### src/hw/rtl/srmim_pkg.sv
// Package for the sparse row merge intersect multiply block.
// Holds the input operation codes, the internal command type and queue sizing.
// No dependencies.
`default_nettype none

package srmim_pkg;

  // Operation codes on the input channel
  localparam logic [1:0] OP_LOAD  = 2'd0;
  localparam logic [1:0] OP_PROBE = 2'd1;
  localparam logic [1:0] OP_END   = 2'd2;

  localparam int unsigned COL_W = 16;
  localparam int unsigned VAL_W = 32;
  localparam int unsigned PROD_W = 64;

  // Command queue between front and back
  localparam int unsigned CMDQ_DEPTH = 4;
  localparam int unsigned CMDQ_AW    = 2;
  localparam int unsigned CMDQ_CW    = 3;

  typedef enum logic [1:0] {
    CMD_LOAD,
    CMD_PROBE,
    CMD_END
  } cmd_op_e;

  typedef struct packed {
    cmd_op_e           op;
    logic [COL_W-1:0]  col;
    logic [VAL_W-1:0]  val;
  } cmd_t;

endpackage

`default_nettype wire

### src/hw/rtl/srmim_cmdq.sv
// Short command queue between front and back of the merge block.
// Plain circular buffer of cmd_t entries.
// Depends on srmim_pkg.
`default_nettype none

module srmim_cmdq (
  input  wire logic            clk_i,
  input  wire logic            rst_ni,
  input  wire logic            push_i,
  input  wire srmim_pkg::cmd_t cmd_i,
  output logic                 full_o,
  input  wire logic            pop_i,
  output logic                 valid_o,
  output srmim_pkg::cmd_t      cmd_o
);

  srmim_pkg::cmd_t                   mem [srmim_pkg::CMDQ_DEPTH];
  logic [srmim_pkg::CMDQ_AW-1:0]     wr_q, wr_d;
  logic [srmim_pkg::CMDQ_AW-1:0]     rd_q, rd_d;
  logic [srmim_pkg::CMDQ_CW-1:0]     cnt_q, cnt_d;
  logic                              do_push;
  logic                              do_pop;

  assign full_o  = (cnt_q == srmim_pkg::CMDQ_CW'(srmim_pkg::CMDQ_DEPTH));
  assign valid_o = (cnt_q != '0);
  assign cmd_o   = mem[rd_q];
  assign do_push = push_i && !full_o;
  assign do_pop  = pop_i && valid_o;

  always_comb begin
    wr_d  = do_push ? wr_q + 1'b1 : wr_q;
    rd_d  = do_pop ? rd_q + 1'b1 : rd_q;
    cnt_d = cnt_q;
    if (do_push && !do_pop) begin
      cnt_d = cnt_q + 1'b1;
    end else if (do_pop && !do_push) begin
      cnt_d = cnt_q - 1'b1;
    end
  end

  always_ff @(posedge clk_i or negedge rst_ni) begin
    if (!rst_ni) begin
      wr_q  <= '0;
      rd_q  <= '0;
      cnt_q <= '0;
    end else begin
      wr_q  <= wr_d;
      rd_q  <= rd_d;
      cnt_q <= cnt_d;
    end
  end

  always_ff @(posedge clk_i) begin
    if (do_push) begin
      mem[wr_q] <= cmd_i;
    end
  end

`ifndef SYNTHESIS
  a_cnt_bound: assert property (@(posedge clk_i) disable iff (!rst_ni)
    cnt_q <= srmim_pkg::CMDQ_CW'(srmim_pkg::CMDQ_DEPTH))
    else $error("command queue count beyond depth");
  a_ptr_gap: assert property (@(posedge clk_i) disable iff (!rst_ni)
    (cnt_q == '0) || (cnt_q == srmim_pkg::CMDQ_CW'(srmim_pkg::CMDQ_DEPTH)) || (wr_q != rd_q))
    else $error("command queue pointers disagree with count");
  a_push_grows: assert property (@(posedge clk_i) disable iff (!rst_ni)
    (do_push && !do_pop) |=> (cnt_q == $past(cnt_q) + 1'b1))
    else $error("command queue lost a push");
`endif

endmodule

`default_nettype wire

### config.mk
export PLATFORM = sky130hd
export DESIGN_NAME = srmim_cmdq
export DESIGN_NICKNAME = d
export VERILOG_FILES = /design/src/hw/rtl/srmim_pkg.sv /design/src/hw/rtl/srmim_cmdq.sv
export SDC_FILE = /design/constraint.sdc
export NUM_CORES = 1
export LEC_CHECK = 0
export ABC_AREA = 0
export ABC_CLOCK_PERIOD_IN_PS = 2450
export BUFFER_PORTS_ARGS = -buffer_cell sky130_fd_sc_hd__buf_2
export CAP_MARGIN = 10
export CORE_UTILIZATION = 35
export DETAILED_ROUTE_END_ITERATION = 8
export PLACE_DENSITY = 0.61
export RECOVER_POWER = 25
export SKIP_CTS_REPAIR_TIMING = 1
export SYNTH_ARGS = -nofsm -noshare
export SYNTH_HDL_FRONTEND = slang
export SYNTH_SLANG_ARGS = --single-unit
export TNS_END_PERCENT = 50
### constraint.sdc
create_clock -name clk_i -period 2.45 [get_ports clk_i]
set_clock_uncertainty 0.1 [all_clocks]
set_input_delay 0.49 -clock clk_i [delete_from_list [all_inputs] [get_ports clk_i]]
set_output_delay 0.49 -clock clk_i [all_outputs]
set_load 0.005 [all_outputs]
---- After elaboration in Yosys (flattened, before gate mapping) ----
Memory sizes are Yosys's and may differ from the RTL's.
Cells that the tools add are included.
storage, ports and cells
  flip-flop bits (word level) ............. 7
  latch bits .............................. 0
  memory bits (writable) .................. 200
  ROM bits ................................ 0
  output and inout bits ................... 52
  memories ................................ 1
operators by class
  add/subtract/negate cells ............... 4
  multiply operators ...................... 0
  div/mod/pow operators ................... 0
  order comparisons ....................... 0
  equal/unequal tests ..................... 1
  shift-type cells ........................ 0
  mux-type cells .......................... 4
  bitwise gates (word level) .............. 0
  reduce and logical (&&, ||, !) cells .... 9
memory list
  name  words  bits a word  read ports  clocked after Yosys merged registers in  wr ports  RTL line          text
  mem   4      50           1           0                                        1         srmim_cmdq.sv:17  srmim_pkg::cmd_t mem [srmim_pkg::CMDQ_DEPTH];
operator list
  cell                                                                number
  3-bit 2-to-1 mux                                                    2
  2-bit by 1-bit adder with 2-bit output, second input constant       2
  1-bit logical AND                                                   4
  3-bit by 1-bit adder with 3-bit output, second input constant       1
  3-bit == test, second input constant                                1
  1-bit zero test                                                     3
  3-bit nonzero test                                                  1
  3-bit by 1-bit subtractor with 3-bit output, second input constant  1
  1-bit 2-to-1 mux                                                    2
  2-bit nonzero test                                                  1

---- Longest topological paths before layout ----
  word-level depth ........................ 7
  mapped depth ............................ 9

---- Worst setup path after synthesis ----
OpenSTA, ideal clock, no wires.
  path type ............................... register to register
  start point ............................. register cnt_q[2] in the netlist's numbering
  end point ............................... memory mem[2][0] in the netlist's numbering, enable pin
  setup time .............................. 0.413 ns
  data arrival time ....................... 2.008 ns
  required time ........................... 1.937 ns
  path slack .............................. -0.071 ns
  stages on the path, launching flop included .. 5
  path buffers ............................ 1
  cell sequence ........................... dfrtp_1 nor3b_2 nor2b_1 buf_6 and2_1
on the way
  cells in the longest elaborated chain, start to end .. 5
RTL lines
  what                                    RTL line          text
  start: declaration                      srmim_cmdq.sv:20  logic [srmim_pkg::CMDQ_CW-1:0] cnt_q, cnt_d;
  start signal: assignment                srmim_cmdq.sv:49  cnt_q <= cnt_d;
  3-bit == test                           srmim_cmdq.sv:24  assign full_o = (cnt_q == srmim_pkg::CMDQ_CW'(srmim_pkg::CMDQ_DEPTH));
  net full_o                              srmim_cmdq.sv:11  output logic full_o,
  1-bit zero test                         srmim_cmdq.sv:27  assign do_push = push_i && !full_o;
  1-bit logical AND                       srmim_cmdq.sv:27
  net do_push                             srmim_cmdq.sv:21  logic do_push;
  1-bit 2-to-1 mux                        srmim_cmdq.sv:54  if (do_push) begin
  1-bit 2-to-1 mux (not written as such)  srmim_cmdq.sv:55  mem[wr_q] <= cmd_i;
  end: declaration                        srmim_cmdq.sv:17
The timed path passes the listed nets, and every way through them passes these cells.

==> qor.txt <==
Post-synth EDFFs: 200
Top Ports: 106
End-of-flow core utilization: 44.6%
Slew HR: 70.0%
FF-to-FF End: cnt_q[2]
DRC errors left: 0
Die W: 150 µm
Clk sinks: 207
Initial Util: 36.2%
Fraction of registers with async set/reset: 3.38%
Final hold violations: 0
Sequential fraction of the synthesis area: 80.3%
Setup slack after layout: -0.0777 ns
HPWL Detailed: 8.26 mm
Hold path start: cmd_i[12]
DP Area: 8630 µm²
RSZ-0062 raised after global routing: true
Antenna violations before repair: 1
CTS H-tree depth: 1
Reg-to-reg slack, setup: 0.19 ns
Worst-margin pin slew: 0.449 ns
Pwr/cell area: 1220 nW/µm²
Core Area: 21,300 µm²
Netlist cell types: 22
Final ANT Viol Nets: 0
Chip Height: 150 µm
Share of layout cells above drive strength 1: 41.8%
Nature of the critical path startpoint: flip-flop
Max capacitance violation total: 0
Vias post-DR: 3,483
Area of the multi-input gates: 1360 µm²
CP Depth: 4
Status: finished with violations
DR vias/cell: 4.76
Top FF cell, synth: edfxtp_1
Syn-to-layout area delta: 23.3%
Crit-path cells: buf_12 -> clkbuf_16 -> mux4_2 -> buf_6
CP bufs+invs: 3
Final #Nets: 499
Clock transition at path regs: 0.06 ns
R2R depth: 8
P_leak: 3.23 nW
Worst-path maximum fanout: 7
Ranking of synthesized cells by area: edfxtp_1 78%, mux4_2 14%, dfrtp_1 2.3%
Final WL: 14.1 mm
R2r startpoint: cnt_q[0]
Pre-CTS WS: 0.207 ns
Routability Congestion: 0.683
Root Buffer: clkbuf_16
First drt pass iteration count: 4
Area leader, netlist: edfxtp_1
Crit path DAT: 1.94 ns
Crit path kind: reg2out
First-pass GRT wire length: 20.8 mm
Synth top area share: 78.0%
Routed WL per cell: 19.3 µm
Failing checks: negative setup slack
Total CTS buffers: 22
Leading cell type in the layout, fill and taps excluded: edfxtp_1
Syn_area_per_cell: 25.9 µm²
CP endpoint kind: primary output
Post-route cell area: 9490 µm²
Crit path capture: cmd_o[2]
Final setup violation count: 42
Max VDD drop: 0.519 mV
Synthesized flop and latch total: 207
Largest net degree at the start of global routing: 37
Die area: 22,600 µm²
Port-buffer cells: 105
Fmax: 396 MHz
Synth Instances: 297
Vias in the first global route: 3,764
Critical path startpoint: rd_q[0]
Initial drt markers: 145
Slew Viols, Final: 0
Gr usage total: 12.3%
Sequential cell area: 6190 µm²
Fillers: 1,807
Most frequent cells in the layout: 200 x edfxtp_1, 70 x buf_2, 48 x mux4_2
Total grt overflow: 0
Worst path slowest cell: mux4_2
Min Tclk post-route: 2.53 ns
CP Data Required Time: 1.86 ns
HP Class: in2reg
Synth Warn #: 0
CTS tree: built
CTS Buffer Depth: 3
Insertion delay to the later sink of the worst-skew pair: 0.50 ns
Netlist Area Pre-Place: 7700 µm²
Final critical-path share of the clock period: 103%
Post-Syn Nets: 357
Max stage delay on crit path: 0.51 ns
Site Rows: 53
CP delay by family, top: multiplexers
Total Neg Setup Slack: -2.12 ns
[synthesized netlist by cell type, types with 2 or more instances]
master / count
and2_1: 4
xnor2_1: 4
buf_2: 5
ha_1: 5
dfrtp_1: 7
edfxtp_1: 200
xor2_1: 2
buf_6: 2
mux4_2: 48
buf_12: 5
inv_1: 3
mux4_1: 2
[cell families (layout without fill, tap and decap cells)]
logic type | count (synthesis) | count (layout) | share of synthesized area (%)
and+or+nand+nor | 10 | 10 | 0.812
xor gates and xnor gates | 6 | 6 | 0.682
other | 0 | 1 | 0
DFF | 207 | 207 | 80.3
buffers and inverters | 16 | 174 | 2.11
muxes | 52 | 52 | 15.1
adders and majority gates | 6 | 6 | 1.07
[through the flow]
step                instances  power, W  hold slack (ns)
floorplan                 297   0.00698           0.0944
global placement          679   0.00813            0.229
detailed placement        679   0.00821            0.233
CTS                       719    0.0113           -0.311
global route              730    0.0121            0.101
finish                    731    0.0115            0.113
[area by class of cell]
cell class	instances	area share [%]
flip-flops and latches	207	65.2
well taps	275	3.62
inverters	3	0.119
diodes	1	0.0264
clock inverters	12	0.870
clock buffers	28	6.26
multi-input cells	74	14.4
repair buffers	131	9.59
[where the power goes]
part | switching (W) | total (W) | internal [W]
combinational | 0.00164 | 0.00358 | 0.00194
sequential | 0.000179 | 0.00487 | 0.00469
clock | 0.00127 | 0.00309 | 0.00182
total | 0.00309 | 0.0115 | 0.00845
[flip-flops by register name, indices dropped and copies added, names as in the netlist]
signal and flops:
wr_q 2, mem 200, cnt_q 3, rd_q 2
[routing by layer]
metal  GRT usage [%]  wire (µm)
met5               0          0
met4            3.69        299
met3            3.64        940
met2            22.0       7250
met1            14.2       5630
[worst min-delay path by stage]
stage                  to  slack, ns  cells after the start
3_3_place_gp      rd_q[0]       0.23                      1
5_1_grt        mem[1][16]       0.10                      1
3_5_place_dp      rd_q[0]       0.23                      1
6_report       mem[2][12]       0.11                      1
2_1_floorplan    cnt_q[0]       0.09                      0
4_1_cts           rd_q[0]      -0.31                      1
[worst reg2reg max path, stage by stage (launching register included)]
cell and delay [ns]:
dfrtp_1 0.44, or3_1 0.44, nand2_1 0.14, ha_1 0.20
inv_1 0.06, fa_1 0.38, xor2_1 0.15, nor2_1 0.12
xor2_1 0.16
Note: power is estimated with default switching activity, not from simulation.
